**config.mk**
```make
export PLATFORM = sky130hd
export DESIGN_NAME = superfasthash_bucket_index_flat
export DESIGN_NICKNAME = d
export VERILOG_FILES = /design/src/design/sfh_pkg.sv /design/src/design/sfh_req_if.sv /design/src/design/sfh_rsp_if.sv /design/src/design/sfh_step_alu.sv /design/src/design/sfh_divider.sv /design/src/design/superfasthash_bucket_index.sv /design/src/flat_wrapper.sv
export VERILOG_INCLUDE_DIRS = /design/src /design/src/design
export SDC_FILE = /design/constraint.sdc
export NUM_CORES = 1
export LEC_CHECK = 0
export BUFFER_PORTS_ARGS = -buffer_cell sky130_fd_sc_hd__buf_2
export CAP_MARGIN = 5
export CORE_MARGIN = 3
export CORE_UTILIZATION = 35
export CTS_BUF_LIST = sky130_fd_sc_hd__clkbuf_8
export CTS_CLUSTER_DIAMETER = 100
export DETAILED_ROUTE_END_ITERATION = 16
export GPL_TIMING_DRIVEN = 1
export PLACE_DENSITY_LB_ADDON = 0.3
export SLEW_MARGIN = 20
export SYNTH_ARGS = -nofsm -noshare
export SYNTH_HDL_FRONTEND = slang
export SYNTH_SLANG_ARGS = --single-unit
```
**constraint.sdc**
```tcl
create_clock -name clock -period 5.6 [get_ports clock]
set_clock_uncertainty 0.15 [all_clocks]
set_input_delay 0.84 -clock clock [delete_from_list [all_inputs] [get_ports clock]]
set_output_delay 0.84 -clock clock [all_outputs]
set_load 0.01 [all_outputs]
```
**src/design/superfasthash_bucket_index_macros.svh**
```systemverilog
// ----------------------------------------------------------------------------
// superfasthash_bucket_index_macros
// assertion shorthands shared by the hash block
// ----------------------------------------------------------------------------
`ifndef SUPERFASTHASH_BUCKET_INDEX_MACROS_SVH
`define SUPERFASTHASH_BUCKET_INDEX_MACROS_SVH

// clocked check, muted while reset is high
`define SFH_ASSERT(label, clk, rst, prop, msg) \
   label: assert property (@(posedge clk) disable iff (rst) prop) else $error(msg);

// clocked check that also holds through reset
`define SFH_ASSERT_ALWAYS(label, clk, prop, msg) \
   label: assert property (@(posedge clk) prop) else $error(msg);

`endif

```
**src/design/sfh_pkg.sv**
```systemverilog
// ----------------------------------------------------------------------------
// sfh_pkg
// types, constants and micro-op program for the hash bucket index block
// ----------------------------------------------------------------------------
package sfh_pkg;

   localparam int HASH_W  = 32;
   localparam int UPC_W   = 5;
   localparam int KLEN_W  = 16;
   localparam int NBYTE_W = 3;

   localparam logic [UPC_W-1:0] MAIN_START  = 5'd0;
   localparam logic [UPC_W-1:0] TAIL3_START = 5'd4;
   localparam logic [UPC_W-1:0] TAIL2_START = 5'd8;
   localparam logic [UPC_W-1:0] TAIL1_START = 5'd11;
   localparam logic [UPC_W-1:0] AVAL_START  = 5'd14;
   localparam logic [UPC_W-1:0] UOP_COUNT   = 5'd20;

   localparam logic [NBYTE_W-1:0] FULL_CHUNK = 3'd4;

   typedef enum logic [0:0] {
      ALU_ADD = 1'b0,
      ALU_XOR = 1'b1
   } alu_op_type;

   typedef enum logic [2:0] {
      SRC_SHL  = 3'd0,   // h << amt
      SRC_SHR  = 3'd1,   // h >> amt
      SRC_LO   = 3'd2,   // low half of chunk
      SRC_HI11 = 3'd3,   // high half of chunk << 11
      SRC_B2   = 3'd4,   // signed byte 2 << 18
      SRC_B0   = 3'd5    // signed byte 0
   } src_type;

   typedef enum logic [1:0] {
      FLOW_STEP  = 2'd0,
      FLOW_CHAIN = 2'd1,  // end of a mixing round
      FLOW_DIV   = 2'd2   // end of avalanche
   } flow_type;

   typedef struct packed {
      alu_op_type op;
      src_type    src;
      logic [4:0] amt;
      flow_type   flow;
   } uop_type;

   typedef struct packed {
      logic busy;
      logic done;
   } div_status_type;

   function automatic uop_type uop_rom(logic [UPC_W-1:0] pc);
      uop_type u;
      unique case (pc)
         // main round
         5'd0:    u = '{ALU_ADD, SRC_LO,   5'd0,  FLOW_STEP};
         5'd1:    u = '{ALU_XOR, SRC_SHL,  5'd16, FLOW_STEP};
         5'd2:    u = '{ALU_XOR, SRC_HI11, 5'd0,  FLOW_STEP};
         5'd3:    u = '{ALU_ADD, SRC_SHR,  5'd11, FLOW_CHAIN};
         // three byte tail
         5'd4:    u = '{ALU_ADD, SRC_LO,   5'd0,  FLOW_STEP};
         5'd5:    u = '{ALU_XOR, SRC_SHL,  5'd16, FLOW_STEP};
         5'd6:    u = '{ALU_XOR, SRC_B2,   5'd0,  FLOW_STEP};
         5'd7:    u = '{ALU_ADD, SRC_SHR,  5'd11, FLOW_CHAIN};
         // two byte tail
         5'd8:    u = '{ALU_ADD, SRC_LO,   5'd0,  FLOW_STEP};
         5'd9:    u = '{ALU_XOR, SRC_SHL,  5'd11, FLOW_STEP};
         5'd10:   u = '{ALU_ADD, SRC_SHR,  5'd17, FLOW_CHAIN};
         // one byte tail
         5'd11:   u = '{ALU_ADD, SRC_B0,   5'd0,  FLOW_STEP};
         5'd12:   u = '{ALU_XOR, SRC_SHL,  5'd10, FLOW_STEP};
         5'd13:   u = '{ALU_ADD, SRC_SHR,  5'd1,  FLOW_CHAIN};
         // avalanche
         5'd14:   u = '{ALU_XOR, SRC_SHL,  5'd3,  FLOW_STEP};
         5'd15:   u = '{ALU_ADD, SRC_SHR,  5'd5,  FLOW_STEP};
         5'd16:   u = '{ALU_XOR, SRC_SHL,  5'd4,  FLOW_STEP};
         5'd17:   u = '{ALU_ADD, SRC_SHR,  5'd17, FLOW_STEP};
         5'd18:   u = '{ALU_XOR, SRC_SHL,  5'd25, FLOW_STEP};
         5'd19:   u = '{ALU_ADD, SRC_SHR,  5'd6,  FLOW_DIV};
         default: u = '{ALU_ADD, SRC_SHR,  5'd0,  FLOW_DIV};
      endcase
      return u;
   endfunction

   // entry point for the end-of-key round given the partial byte count
   function automatic logic [UPC_W-1:0] tail_entry(logic [NBYTE_W-1:0] n);
      logic [UPC_W-1:0] pc;
      unique case (n)
         3'd1:    pc = TAIL1_START;
         3'd2:    pc = TAIL2_START;
         3'd3:    pc = TAIL3_START;
         default: pc = AVAL_START;
      endcase
      return pc;
   endfunction

endpackage

```
**src/design/sfh_req_if.sv**
```systemverilog
// ----------------------------------------------------------------------------
// sfh_req_if
// key chunk channel, valid/ready handshake
// ----------------------------------------------------------------------------
interface sfh_req_if;
   logic        valid;
   logic        ready;
   logic [31:0] chunk;
   logic [2:0]  chunk_bytes;
   logic        first_chunk;
   logic        last_chunk;
   logic [15:0] key_length;

   modport source (
      output valid, chunk, chunk_bytes, first_chunk, last_chunk, key_length,
      input  ready
   );
   modport sink (
      input  valid, chunk, chunk_bytes, first_chunk, last_chunk, key_length,
      output ready
   );
endinterface

```
**src/design/sfh_rsp_if.sv**
```systemverilog
// ----------------------------------------------------------------------------
// sfh_rsp_if
// bucket index result channel, valid/ready handshake
// ----------------------------------------------------------------------------
interface sfh_rsp_if;
   logic        valid;
   logic        ready;
   logic [31:0] bucket;

   modport source (output valid, bucket, input ready);
   modport sink   (input valid, bucket, output ready);
endinterface

```
**src/design/sfh_step_alu.sv**
```systemverilog
// ----------------------------------------------------------------------------
// sfh_step_alu
// shared mixing step: h = h (+|^) operand, one micro-op per cycle
// ----------------------------------------------------------------------------
module sfh_step_alu
   import sfh_pkg::*;
(
   input  logic [HASH_W-1:0] hash,
   input  logic [31:0]       chunk,
   input  uop_type           uop,
   output logic [HASH_W-1:0] result
);

   logic [HASH_W-1:0] operand;

   always_comb begin
      unique case (uop.src)
         SRC_SHL:  operand = hash << uop.amt;
         SRC_SHR:  operand = hash >> uop.amt;
         SRC_LO:   operand = {16'd0, chunk[15:0]};
         SRC_HI11: operand = {5'd0, chunk[31:16], 11'd0};
         SRC_B2:   operand = {{6{chunk[23]}}, chunk[23:16], 18'd0};
         SRC_B0:   operand = {{24{chunk[7]}}, chunk[7:0]};
         default:  operand = '0;
      endcase
   end

   always_comb begin
      unique case (uop.op)
         ALU_ADD: result = hash + operand;
         ALU_XOR: result = hash ^ operand;
         default: result = hash;
      endcase
   end

endmodule

```
**src/design/sfh_divider.sv**
```systemverilog
// ----------------------------------------------------------------------------
// sfh_divider
// restoring divider, remainder only, one quotient bit per cycle
// ----------------------------------------------------------------------------
module sfh_divider
   import sfh_pkg::*;
(
   input  logic                clock,
   input  logic                reset,
   input  logic                start,
   input  logic [HASH_W-1:0]   dividend,
   input  logic [HASH_W-1:0]   divisor,
   output div_status_type      status,
   output logic [HASH_W-1:0]   remainder
);

   localparam int CNT_W = $clog2(HASH_W);

   logic                busy_ff, busy_in;
   logic                done_ff, done_in;
   logic [CNT_W-1:0]    cnt_ff, cnt_in;
   logic [HASH_W-1:0]   quot_ff, quot_in;
   logic [HASH_W-1:0]   rem_ff, rem_in;
   logic [HASH_W-1:0]   dvs_ff, dvs_in;
   logic [HASH_W:0]     trial;
   logic [HASH_W:0]     diff;

   assign trial = {rem_ff, quot_ff[HASH_W-1]};
   assign diff  = trial - {1'b0, dvs_ff};

   always_comb begin
      busy_in = busy_ff;
      done_in = done_ff;
      cnt_in  = cnt_ff;
      quot_in = quot_ff;
      rem_in  = rem_ff;
      dvs_in  = dvs_ff;
      if (start) begin
         busy_in = 1'b1;
         done_in = 1'b0;
         cnt_in  = '0;
         quot_in = dividend;
         rem_in  = '0;
         dvs_in  = divisor;
      end else if (busy_ff) begin
         // a zero divisor always subtracts nothing, leaving the dividend
         if (trial >= {1'b0, dvs_ff}) begin
            rem_in = diff[HASH_W-1:0];
         end else begin
            rem_in = trial[HASH_W-1:0];
         end
         quot_in = {quot_ff[HASH_W-2:0], 1'b0};
         cnt_in  = cnt_ff + 1'b1;
         if (cnt_ff == CNT_W'(HASH_W - 1)) begin
            busy_in = 1'b0;
            done_in = 1'b1;
         end
      end
   end

   always_ff @(posedge clock) begin
      if (reset) begin
         busy_ff <= 1'b0;
         done_ff <= 1'b0;
         cnt_ff  <= '0;
      end else begin
         busy_ff <= busy_in;
         done_ff <= done_in;
         cnt_ff  <= cnt_in;
      end
      quot_ff <= quot_in;
      rem_ff  <= rem_in;
      dvs_ff  <= dvs_in;
   end

   assign status.busy = busy_ff;
   assign status.done = done_ff;
   assign remainder   = rem_ff;

endmodule

```
**src/design/superfasthash_bucket_index.sv**
```systemverilog
// ----------------------------------------------------------------------------
// superfasthash_bucket_index
// 32-bit streaming key hash reduced to a bucket index modulo the table size
// ----------------------------------------------------------------------------
//  channel  direction  payload
//  req      in         chunk, chunk_bytes, first_chunk, last_chunk, key_length
//  rsp      out        bucket
//  csr      in         table_size write (write enable + data)
//
//  A partial chunk that is not last is taken without a mixing step; a full
//  chunk that is not last is transferred, then runs four steps of the shared mixing unit.
//  A last chunk runs up to four tail steps and six avalanche steps on that
//  unit, then the bit-serial divider.
//  req.ready is high only while the sequencer idles; a waiting result in the
//  output register does not block the next chunk, only the next result load.
//  Synchronous reset sets table_size to 1024 and clears hash and control.
// ----------------------------------------------------------------------------
`include "superfasthash_bucket_index_macros.svh"

module superfasthash_bucket_index
   import sfh_pkg::*;
(
   input  logic              clock,
   input  logic              reset,
   sfh_req_if.sink           req,
   sfh_rsp_if.source         rsp,
   input  logic              csr_write_en,
   input  logic [HASH_W-1:0] csr_write_data
);

   typedef enum logic [2:0] {
      ST_IDLE = 3'b001,
      ST_RUN  = 3'b010,
      ST_DIV  = 3'b100
   } state_type;

   state_type           state_ff, state_in;
   logic [UPC_W-1:0]    upc_ff, upc_in;
   logic [HASH_W-1:0]   hash_ff, hash_in;
   logic [31:0]         chunk_ff, chunk_in;
   logic                last_ff, last_in;
   logic                key_empty_ff, key_empty_in;
   logic [HASH_W-1:0]   table_size_ff;
   logic                rsp_valid_ff, rsp_valid_in;
   logic [HASH_W-1:0]   rsp_bucket_ff, rsp_bucket_in;

   logic                req_xfer;
   logic [NBYTE_W-1:0]  nbytes;
   uop_type             uop;
   logic [HASH_W-1:0]   alu_hash;
   logic                div_start;
   div_status_type      div_status;
   logic [HASH_W-1:0]   div_rem;
   logic                rsp_free;

   assign req.ready = (state_ff == ST_IDLE);
   assign req_xfer  = req.valid && req.ready;
   assign nbytes    = (req.chunk_bytes > FULL_CHUNK) ? FULL_CHUNK : req.chunk_bytes;
   assign uop       = uop_rom(upc_ff);
   assign rsp_free  = !rsp_valid_ff || rsp.ready;

   sfh_step_alu u_alu (
      .hash   (hash_ff),
      .chunk  (chunk_ff),
      .uop    (uop),
      .result (alu_hash)
   );

   sfh_divider u_div (
      .clock     (clock),
      .reset     (reset),
      .start     (div_start),
      .dividend  (alu_hash),
      .divisor   (table_size_ff),
      .status    (div_status),
      .remainder (div_rem)
   );

   always_comb begin
      state_in      = state_ff;
      upc_in        = upc_ff;
      hash_in       = hash_ff;
      chunk_in      = chunk_ff;
      last_in       = last_ff;
      key_empty_in  = key_empty_ff;
      rsp_valid_in  = rsp_valid_ff;
      rsp_bucket_in = rsp_bucket_ff;
      div_start     = 1'b0;

      if (rsp.valid && rsp.ready) begin
         rsp_valid_in = 1'b0;
      end

      unique case (state_ff)
         ST_IDLE: begin
            if (req_xfer) begin
               chunk_in = req.chunk;
               last_in  = req.last_chunk;
               if (req.first_chunk) begin
                  hash_in      = {{(HASH_W-KLEN_W){1'b0}}, req.key_length};
                  key_empty_in = (req.key_length == '0);
               end
               if (nbytes == FULL_CHUNK) begin
                  upc_in   = MAIN_START;
                  state_in = ST_RUN;
               end else if (req.last_chunk) begin
                  upc_in   = tail_entry(nbytes);
                  state_in = ST_RUN;
               end
            end
         end
         ST_RUN: begin
            hash_in = alu_hash;
            unique case (uop.flow)
               FLOW_STEP: upc_in = upc_ff + 1'b1;
               FLOW_CHAIN: begin
                  if (last_ff) begin
                     upc_in = AVAL_START;
                  end else begin
                     state_in = ST_IDLE;
                  end
               end
               default: begin
                  div_start = 1'b1;
                  state_in  = ST_DIV;
               end
            endcase
         end
         ST_DIV: begin
            // hold the remainder in the divider until the output slot frees
            if (div_status.done && rsp_free) begin
               rsp_valid_in  = 1'b1;
               rsp_bucket_in = key_empty_ff ? '0 : div_rem;
               state_in      = ST_IDLE;
            end
         end
         default: state_in = ST_IDLE;
      endcase
   end

   always_ff @(posedge clock) begin
      if (reset) begin
         state_ff      <= ST_IDLE;
         upc_ff        <= '0;
         hash_ff       <= '0;
         key_empty_ff  <= 1'b0;
         last_ff       <= 1'b0;
         rsp_valid_ff  <= 1'b0;
         table_size_ff <= 32'd1024;
      end else begin
         state_ff      <= state_in;
         upc_ff        <= upc_in;
         hash_ff       <= hash_in;
         key_empty_ff  <= key_empty_in;
         last_ff       <= last_in;
         rsp_valid_ff  <= rsp_valid_in;
         if (csr_write_en) begin
            table_size_ff <= csr_write_data;
         end
      end
      chunk_ff      <= chunk_in;
      rsp_bucket_ff <= rsp_bucket_in;
   end

   assign rsp.valid  = rsp_valid_ff;
   assign rsp.bucket = rsp_bucket_ff;

   `SFH_ASSERT(a_div_busy_in_div, clock, reset, div_status.busy |-> state_ff == ST_DIV, "divider busy")
   `SFH_ASSERT(a_div_start_idle, clock, reset, div_start |-> !div_status.busy, "divider restarted")
   `SFH_ASSERT(a_upc_range, clock, reset, state_ff == ST_RUN |-> upc_ff < UOP_COUNT, "upc range")
   `SFH_ASSERT(a_no_overwrite, clock, reset, (rsp_valid_ff && !rsp.ready) |=> rsp_valid_ff, "result dropped")

endmodule
```
**src/flat_wrapper.sv**
```systemverilog
// flat-port wrapper written by rule: the top's interface ports become plain ports
module superfasthash_bucket_index_flat import sfh_pkg::*;
  (clock, reset, csr_write_en, csr_write_data, req_valid, req_chunk, req_chunk_bytes, req_first_chunk, req_last_chunk, req_key_length, req_ready, rsp_valid, rsp_bucket, rsp_ready);
  sfh_req_if req_i ();
  sfh_rsp_if rsp_i ();
  input  logic clock;
  input  logic reset;
  input  logic csr_write_en;
  input  logic [HASH_W-1:0] csr_write_data;
  input wire logic [$bits(req_i.valid)-1:0] req_valid;
  input wire logic [$bits(req_i.chunk)-1:0] req_chunk;
  input wire logic [$bits(req_i.chunk_bytes)-1:0] req_chunk_bytes;
  input wire logic [$bits(req_i.first_chunk)-1:0] req_first_chunk;
  input wire logic [$bits(req_i.last_chunk)-1:0] req_last_chunk;
  input wire logic [$bits(req_i.key_length)-1:0] req_key_length;
  output wire logic [$bits(req_i.ready)-1:0] req_ready;
  output wire logic [$bits(rsp_i.valid)-1:0] rsp_valid;
  output wire logic [$bits(rsp_i.bucket)-1:0] rsp_bucket;
  input wire logic [$bits(rsp_i.ready)-1:0] rsp_ready;
  assign req_i.valid = req_valid;
  assign req_i.chunk = req_chunk;
  assign req_i.chunk_bytes = req_chunk_bytes;
  assign req_i.first_chunk = req_first_chunk;
  assign req_i.last_chunk = req_last_chunk;
  assign req_i.key_length = req_key_length;
  assign req_ready = req_i.ready;
  assign rsp_valid = rsp_i.valid;
  assign rsp_bucket = rsp_i.bucket;
  assign rsp_i.ready = rsp_ready;
  superfasthash_bucket_index u_core (.clock(clock), .reset(reset), .req(req_i), .rsp(rsp_i), .csr_write_en(csr_write_en), .csr_write_data(csr_write_data));
endmodule
```
== After elaboration in Yosys (flattened, before gate mapping) ==
Memory sizes are Yosys's and may differ from the RTL's. A register that Yosys moved wholly into a read port is not among the register bits.
Index checks and enable logic that the tools add are counted.
Storage, ports and cells
  flip-flop bits (word level): 242
  memory bits (read-only): 352
  input port bits: 90
  output and inout port bits: 34
  word-level logic and storage cells: 100
  memories: 1
Memories
  (no name shown): words 32, width 11, read ports 1, clocked after Yosys merged registers in 1, wr ports 0, line sfh_pkg.sv:55  | unique case (pc)
Operators by class
  add/subtract/negate cells: 4
  magnitude comparators: 2
  equal/unequal tests: 22
  shift operators: 2
  mux-type cells: 33
  bitwise gates (word level): 2
  reduce and logical (&&, ||, !) cells: 19
Operators by type and width (count)
  32-bit case mux with 6 select lines: 1
  32-bit 2-to-1 mux: 5
  32-bit case mux with 2 select lines: 2
  33-bit by 32-bit >= comparator with 1-bit output: 1
  32-bit adder: 1
  32-bit by 5-bit left shift with 32-bit output: 1
  32-bit by 5-bit >> shifter with 32-bit output: 1
  32-bit subtractor: 1
  32-bit XOR: 1
  5-bit 2-to-1 mux: 6
  5-bit case mux with 2 select lines: 2
  3-bit 2-to-1 mux: 6
  16-bit logical NOT: 1
  3-bit by 2-bit equality test with 1-bit output, second input constant: 5
  3-bit equality test, second input constant: 4
  4-bit case mux with 3 select lines: 1
  5-bit by 1-bit adder with 5-bit output, second input constant: 2
  5-bit AND reduction: 2
  3-bit by 1-bit equality test with 1-bit output, second input constant: 3
  3-bit case mux with 3 select lines: 1
  1-bit 2-to-1 mux: 8
  2-bit inequality test, second input constant: 3
  3-bit by 2-bit inequality test with 1-bit output, second input constant: 2
  3-bit inequality test, second input constant: 2
  other kinds (15): 22

== Logic depth before layout (Yosys ltp) ==
Gate-level depths: netlist of run 1.
  depth after elaboration: 10
  depth in mapped cells: 22
  gate-level depth less buffers: 19

== By module ==
Synthesis of run 1 repeated with hierarchy kept, for this count alone.
Unflattened totals
  cell total of the unflattened synthesis: 1888
  area total of the unflattened synthesis: 17470.5 um2
Modules (own cells, without submodules)
  sfh_divider: times used 1, cells each 585, area an instance 6014.5 um2
  superfasthash_bucket_index: times used 1, cells each 499, area an instance 5750.5 um2
  sfh_step_alu: times used 1, cells each 804, area an instance 5705.5 um2

== Worst setup path before layout of run 1 ==
No wires, ideal clock.
  kind: reg2reg
  start point: register u_core.uop[2] (netlist name)
  end point: register u_core.u_div.quot_ff[29] (data pin)
  library setup time: 0.266 ns
  arrival: 4.221 ns
  slack: 0.963 ns
  stages on the path, launching flop included: 21
  buffers on the path: 4
  clock period less this slack: 4.637 ns
  cell sequence: dfxtp_1 -> buf_2 -> buf_2 -> buf_2 -> buf_2 -> mux2i_1 -> mux2i_1 -> mux2i_1 -> mux2i_1 -> a221oi_1 -> inv_1 -> ha_1 -> a211oi_1 -> o21a_1 -> a211oi_2 -> or3_4 -> a311oi_4 -> nor3_1 -> a22oi_1 -> xor2_1 -> o21ai_1
Between the ends
  longest elaborated chain between the ends: 5
Ends and longest elaborated chain
  32-bit by 5-bit >> shifter with 32-bit output or 32-bit by 5-bit left shift with 32-bit output (tied branches): line sfh_step_alu.sv:19, sfh_step_alu.sv:18
  32-bit case mux with 6 select lines *: line sfh_step_alu.sv:17  | unique case (uop.src)
  32-bit adder or 32-bit XOR (tied branches): line sfh_step_alu.sv:30, sfh_step_alu.sv:31
  32-bit case mux with 2 select lines *: line sfh_step_alu.sv:29  | unique case (uop.op)
  32-bit 2-to-1 mux *: line sfh_divider.sv:38  | if (start) begin
  via u_core.u_div.quot_in[29]: line sfh_divider.sv:22  | logic [HASH_W-1:0] quot_ff, quot_in;
  end signal, assigned: line sfh_divider.sv:71  | quot_ff <= quot_in;
  end, declared: line sfh_divider.sv:22
The timed path passes the listed nets; every way through them passes the cells marked *.
A chain may end at the register's enable or synchronous reset.

== Final worst setup path of run 1 ==
  start point: register u_core.uop[2] (netlist name)
  end point: register u_core.u_div.quot_ff[29] (data pin)
Between the ends
  longest elaborated chain between the ends: 5
Ends and longest elaborated chain (line)
  32-bit by 5-bit >> shifter with 32-bit output or 32-bit by 5-bit left shift with 32-bit output (tied branches): sfh_step_alu.sv:19, sfh_step_alu.sv:18
  32-bit case mux with 6 select lines *: sfh_step_alu.sv:17
  32-bit adder or 32-bit XOR (tied branches): sfh_step_alu.sv:30, sfh_step_alu.sv:31
  32-bit case mux with 2 select lines *: sfh_step_alu.sv:29
  32-bit 2-to-1 mux *: sfh_divider.sv:38
  via u_core.u_div.quot_in[29]: sfh_divider.sv:22
Marks and branches as above.

==> flow_metrics.py, run 1 <==
metrics = {
    "run_status": {
        "outcome": "complete, no violations",
    },
    "pwr": {
        "ir_worst_vdd_mv": 0.1845,
        "powerDensity_nw_per_um2": 285.7,
        "internal-power_w": 0.003550,
        "seqPwrFrac_pct": 40.5,
        "p_leak_nw": 7.137,
        "switching_share_pct": 32.76,
        "switchingPower_w": 0.001729,
        "pwr-share-comb_pct": 25.7,
        "p_total_w": 0.005279,
        "p_clk_share_pct": 33.8,
    },
    "clock_tree": {
        "cts_tree": "yes",
        "root_buffer": "clkbuf_8",
        "cts.sinks": 253,
        "clkTransAtPathRegs_ns": 0.06,
        "htreeDepth": 2,
        "clock_path_buffers": 3,
        "clkLatencyLatePin_ns": 0.64,
        "cts_made_buffers": 46,
    },
    "floorplanning": {
        "coreArea_um2": 45580,
        "std_cell_rows": 78,
        "die_h_um": 221.3,
        "start_util_pct": 35.60,
        "die-area_um2": 48980,
        "ios": 124,
        "die_w_um": 221.3,
    },
    "global_route": {
        "grt_use_met1_pct": 25.89,
        "grtUsageTotal_pct": 19.23,
        "grt_max_degree": 77,
        "grt_busiest_layer": "met2",
        "grt_pass1_vias": 13810,
        "use_met3_pct": 3.847,
        "grt_overflow": 0,
        "grt_first_pass_wirelength_um": 76840,
        "antenna_found_initial": 1,
        "use_met2_pct": 31.15,
    },
    "layout": {
        "fill_cells": 4566,
        "nNetsFinal": 2089,
        "utilization_pct": 40.55,
        "drive_gt1_share_pct": 14.06,
        "fin_area_um2": 18480,
        "synthToLayoutAreaGrowth_pct": 13.89,
        "final_cells": 2564,
    },
    "sta": {
        "drv_slew": 0,
        "finalCritPeriodShare_pct": 93.96,
        "max-slew-margin-rel_pct": 33.13,
        "fmax_mhz": 190.0,
        "finalSetupViolations": 0,
        "rsz0062_at_grt": "false",
        "min_period_ns": 5.262,
        "setup_tns_ns": 0,
        "finalHoldViolations": 0,
        "tightest_slew_ns": 1.003,
    },
    "job": {
        "cap_violations": 0,
    },
    "detailed_routing": {
        "wl_per_cell_um": 18.92,
        "drtAntennaViolNets": 0,
        "drt_iter0_drc": 1165,
        "vias": 14170,
        "drc": 0,
        "drt_first_pass_iters": 7,
        "wirelength_um": 48510,
        "drt-vias-per-instance": 5.527,
    },
    "logic_synthesis": {
        "ys_seq_area_share_pct": 39.11,
        "synth-warning-count": 0,
        "yosys.area.top_type_share_pct": 23.69,
        "synth_common_cells": "nor2_1 (174), nand2_1 (165), mux2i_1 (160)",
        "synthCells": 1819,
        "postSynthAreaPerCell_um2": 8.920,
        "ys.flop_type": "edfxtp_1",
        "synthTopCellsByArea": "edfxtp_1 (24%), dfxtp_1 (15%), mux2i_1 (9.9%)",
        "synth.distinct_cells": 80,
        "ys_ff_latch": 253,
        "synth-edff-count": 128,
        "async_reset_ff_share_pct": 0,
        "post-synth-top-count-cell": "nor2_1",
        "yosysTopAreaCell": "edfxtp_1",
        "syn-num-nets": 1982,
        "netlist_area_um2": 16230,
    },
    "worst_setup_path": {
        "crit_required_ns": 5.78,
        "crit_chain": "buf_4 > mux2_2 > nor2_1 > a21oi_1 > inv_1 > o22ai_1 > a222oi_1 > o21ai_0 > ha_1 > o21a_1 > o211ai_2 > a211oi_2 > or3_4 > a311oi_4 > nor3_1 > a22oi_1 > xor2_1 > o21ai_1",
        "max_stage_delay_ns": 0.58,
        "crit_arrival_ns": 5.44,
        "cp-start-kind": "register",
        "end_kind": "register",
        "crit_type": "reg2reg",
        "crit_slowest_cell": "a222oi_1",
        "crit_buf_inv": 2,
        "crit_fanout": 23,
        "crit_family": "compound AO/OA/AOI/OAI gates",
    },
    "place": {
        "place_inst": 2476,
        "port_buffers": 123,
        "dp_hpwl_um": 36620,
        "gp_congestion": 1.001,
        "place_area_um2": 17500,
    },
    "hold_path": {
        "hold_class": "reg2reg",
    },
}
==> final cells by class <==
cell class	count	area [µm²]	share of cell area, %
antenna	1	2.502	0.01354
clock buffer	47	646.9	3.501
clock inverter	38	287.8	1.557
inverter	71	266.5	1.442
multi-input combinational	1394	9218	49.88
sequential	253	6356	34.40
tap	600	750.7	4.063
timing repair buffer	160	950.9	5.146
==> logic make-up after synthesis <==
group                      share of synthesized area [%]
buffers and inverters                              4.218
muxes                                              11.33
DFF                                                39.11
and+or+nand+nor                                    15.18
AOI/OAI and AO/OA                                  21.20
adders and majority gates                          5.722
xor gates and xnor gates                           3.239
==> placed cells by master, fill, tap and decap left out, types with 15 or more instances in the layout <==
cell and n:
nor2_1 174, nand2_1 164, mux2i_1 160, a21oi_1 146, o21ai_0 139, edfxtp_1 128, buf_2 123, dfxtp_1 121
inv_1 87, ha_1 71, o21ai_1 56, nor2b_1 48, clkbuf_8 47, xnor2_1 44, a211oi_1 38, buf_4 33
nand2b_1 30, nand3_1 26, nor3_1 23, a21o_1 19, o22ai_1 18, xor2_1 16, a31oi_1 16, o211ai_1 15
mux2_2 15
==> path summary, 6_finish.rpt <==
path / slack [ns] / cells past startpoint / end / startpoint
hold reg to reg: 0.24 / 0 / u_core.u_div.dvs_ff[1]$_DFFE_PP_ / u_core.table_size_ff[1]$_SDFFE_PP0P_
setup / recovery: 0.34 / 18 / u_core.u_div.quot_ff[29]$_DFFE_PP_ / u_core.uop[2]$_DFF_P_
setup reg to reg: 0.34 / 18 / u_core.u_div.quot_ff[29]$_DFFE_PP_ / u_core.uop[2]$_DFF_P_
hold / removal: 0.24 / 0 / u_core.u_div.dvs_ff[1]$_DFFE_PP_ / u_core.table_size_ff[1]$_SDFFE_PP0P_
==> stage by stage <==
stage | setup slack, ns | hold WS, ns
final | 0.3380 | 0.2383
after floorplan | 0.9632 | 0.2505
after global placement | 0.2283 | 0.2637
after detailed placement | 0.2473 | 0.2660
after CTS | 0.2320 | 0.2130
after global routing | 0.05327 | 0.2106
==> sequential cells by signal, summed over array words and instances, names as in the netlist <==
name / count
u_core.hash_ff: 32
u_core.upc_ff: 5
u_core.key_empty_ff: 1
u_core.uop: 11
u_core.u_div.done_ff: 1
u_core.rsp.bucket: 32
u_core.u_div.quot_ff: 32
u_core.table_size_ff: 32
u_core.u_div.dvs_ff: 32
u_core.last_ff: 1
u_core.rsp.valid: 1
u_core.u_div.busy_ff: 1
u_core.u_div.remainder: 32
u_core.u_div.cnt_ff: 5
u_core.chunk_ff: 32
u_core.state_ff: 3
==> power groups by stage <==
stage               Combinational (W)  Sequential [W]  Clock [W]
floorplan                    0.000996         0.00212          0
global placement              0.00132         0.00217          0
detailed placement            0.00133         0.00218          0
CTS                           0.00134         0.00214    0.00185
global route                  0.00149         0.00215    0.00194
finish                        0.00136         0.00214    0.00178
==> metal layers <==
metal	wire [µm]	up-vias
met2	22330	478
li1	-	6889
met3	3234	86
met5	0	-
met4	1301	0
met1	21650	6719
==> timing repair <==
action | 4_1_cts | 5_1_grt
buffers inserted | 0 | 0
hold buffers | 0 | 0
setup endpoints to repair | 0 | 8
gates resized for setup | 0 | 1
hold endpoints to repair | 0 | 0
(Power assumes the default switching activity.)
==> inputs of run 2 (changes only) <==
Settings changed: CORE_ASPECT_RATIO set to 0.75.
==> run 2 against run 1 <==
Effect of this change:
- count of clock-buffer cells in the layout up 3
- core utilization increased by 0.33 points
- design area rose by 0.14%
- sequential share of layout area about the same
- largest power group unchanged
==> flow_metrics.py, run 2 (synthesized netlist as in run 1, its figures left out) <==
metrics = {
    "run_status": {
        "outcome": "complete, no violations",
    },
    "sta": {
        "setup_tns_ns": 0,
        "finalSetupViolations": 0,
        "finalHoldViolations": 0,
        "tightest_slew_ns": 1.021,
        "min_period_ns": 5.420,
        "drv_slew": 0,
        "max-slew-margin-rel_pct": 31.97,
        "rsz0062_at_grt": "false",
        "finalCritPeriodShare_pct": 96.79,
        "fmax_mhz": 184.5,
        "postLayoutSetupSlackWorst_ns": 0.1795,
    },
    "global_route": {
        "grt_pass1_vias": 13500,
        "grt_overflow": 0,
        "grt_first_pass_wirelength_um": 81310,
        "grtUsageTotal_pct": 21.57,
        "grt_max_degree": 88,
        "antenna_found_initial": 3,
    },
    "clock_tree": {
        "htreeDepth": 2,
        "clkLatencyLatePin_ns": 0.65,
        "clock_path_buffers": 3,
        "cts_made_buffers": 45,
        "cts_tree": "yes",
        "cts_hold_buf": 0,
        "cts.sinks": 253,
        "clkTransAtPathRegs_ns": 0.06,
        "root_buffer": "clkbuf_8",
    },
    "worst_setup_path": {
        "crit_path_frequent_cell": "mux2i_1",
        "crit_type": "reg2reg",
        "crit_required_ns": 5.79,
        "max_stage_delay_ns": 0.81,
        "crit_fanout": 55,
        "crit_chain": "mux2i_1 > mux2i_1 > o22ai_1 > a222oi_1 > nand2_1 > ha_1 > a21oi_2 > o21a_1 > a211oi_2 > or3_4 > a311oi_4 > nor3_1 > a22oi_1 > xor2_1 > o21ai_1",
        "crit_slowest_cell": "dfxtp_4",
        "end_kind": "register",
        "crit_family": "compound AO/OA/AOI/OAI gates",
        "crit_buf_inv": 0,
        "crit_arrival_ns": 5.61,
        "cp-start-kind": "register",
    },
    "place": {
        "dp_hpwl_um": 41020,
        "gp_congestion": 1.017,
        "place_ws_ns": 0.2970,
        "port_buffers": 123,
        "place_inst": 2466,
    },
    "layout": {
        "nNetsFinal": 2093,
        "synthToLayoutAreaGrowth_pct": 14.04,
        "mostFrequentLayoutCells": "nor2_1 (174), nand2_1 (164), mux2i_1 (160)",
        "final_cells": 2554,
        "mostFrequentLayoutCell": "nor2_1",
        "drive_gt1_share_pct": 14.34,
    },
    "detailed_routing": {
        "wirelength_um": 53360,
        "wl_per_cell_um": 20.89,
        "drc": 0,
        "vias": 14320,
        "drt_first_pass_iters": 6,
        "drtAntennaViolNets": 0,
        "drt_iter0_drc": 1307,
        "drt-vias-per-instance": 5.606,
    },
    "job": {
        "cap_violations": 0,
    },
    "floorplanning": {
        "std_cell_rows": 67,
        "die_w_um": 254.6,
        "start_util_pct": 35.84,
        "coreArea_um2": 45270,
        "ios": 124,
        "die-area_um2": 49010,
        "die_h_um": 192.5,
    },
    "hold_path": {
        "hold_class": "in2reg",
    },
    "pwr": {
        "p_leak_nw": 7.167,
        "ir_worst_vdd_mv": 0.1643,
        "powerDensity_nw_per_um2": 292.6,
    },
}
run 2: worst paths after layout:
kind / slack [ns] / cells past startpoint / endpoint / from
worst max-delay path: 0.18 / 15 / u_core.u_div.quot_ff[29]$_DFFE_PP_ / u_core.uop[3]$_DFF_P_
worst min-delay path: 0.21 / 1 / u_core.chunk_ff[7]$_DFFE_PP_ / req_chunk[7]
worst max register to register: 0.18 / 15 / u_core.u_div.quot_ff[29]$_DFFE_PP_ / u_core.uop[3]$_DFF_P_
worst min register to register: 0.28 / 0 / u_core.u_div.dvs_ff[7]$_DFFE_PP_ / u_core.table_size_ff[7]$_SDFFE_PP0P_
run 2: layer usage:
layer  vias up  global-route usage (%)  routed length [µm]
met4         2                   5.960                1210
met2       522                   28.56               20450
met5         -                       0                   7
met3        75                   6.831                5052
met1      6815                   32.89               26630
li1       6905                       -                   -
run 2: what timing repair did:
action / CTS / global route
resized for setup: 0 / 1
endpoints found under the hold margin: 0 / 0
buffers inserted: 0 / 1
endpoints found under the setup margin: 0 / 6
run 2: through the flow:
step	utilization (%)	hold slack (ns)	instance area [µm²]	total power [W]
after global routing	40.88	0.1823	18500	0.005687
after detailed placement	38.65	0.2647	17500	0.003545
after global placement	38.65	0.2624	17500	0.003542
after floorplan	-	0.2505	16230	0.003119
after CTS	40.78	0.1581	18460	0.005424
final	40.88	0.2102	18500	0.005415
run 2: power breakdown:
| group | internal [W] | switching (W) | leakage (nW) |
|---|---|---|---|
| sequential | 0.00204 | 0.000107 | 2.21 |
| clock | 0.00102 | 0.000834 | 0.560 |
| combinational | 0.000533 | 0.000885 | 4.39 |
| total | 0.00359 | 0.00183 | 7.17 |
run 2: final cells by class:
type / count / area [µm²]
fill: 4562 / 26760
multi-input combinational: 1394 / 9213
sequential: 253 / 6356
timing repair buffer: 165 / 968.4
tap: 586 / 733.2
clock buffer: 50 / 688.2
clock inverter: 34 / 276.5
inverter: 71 / 266.5
antenna: 1 / 2.502
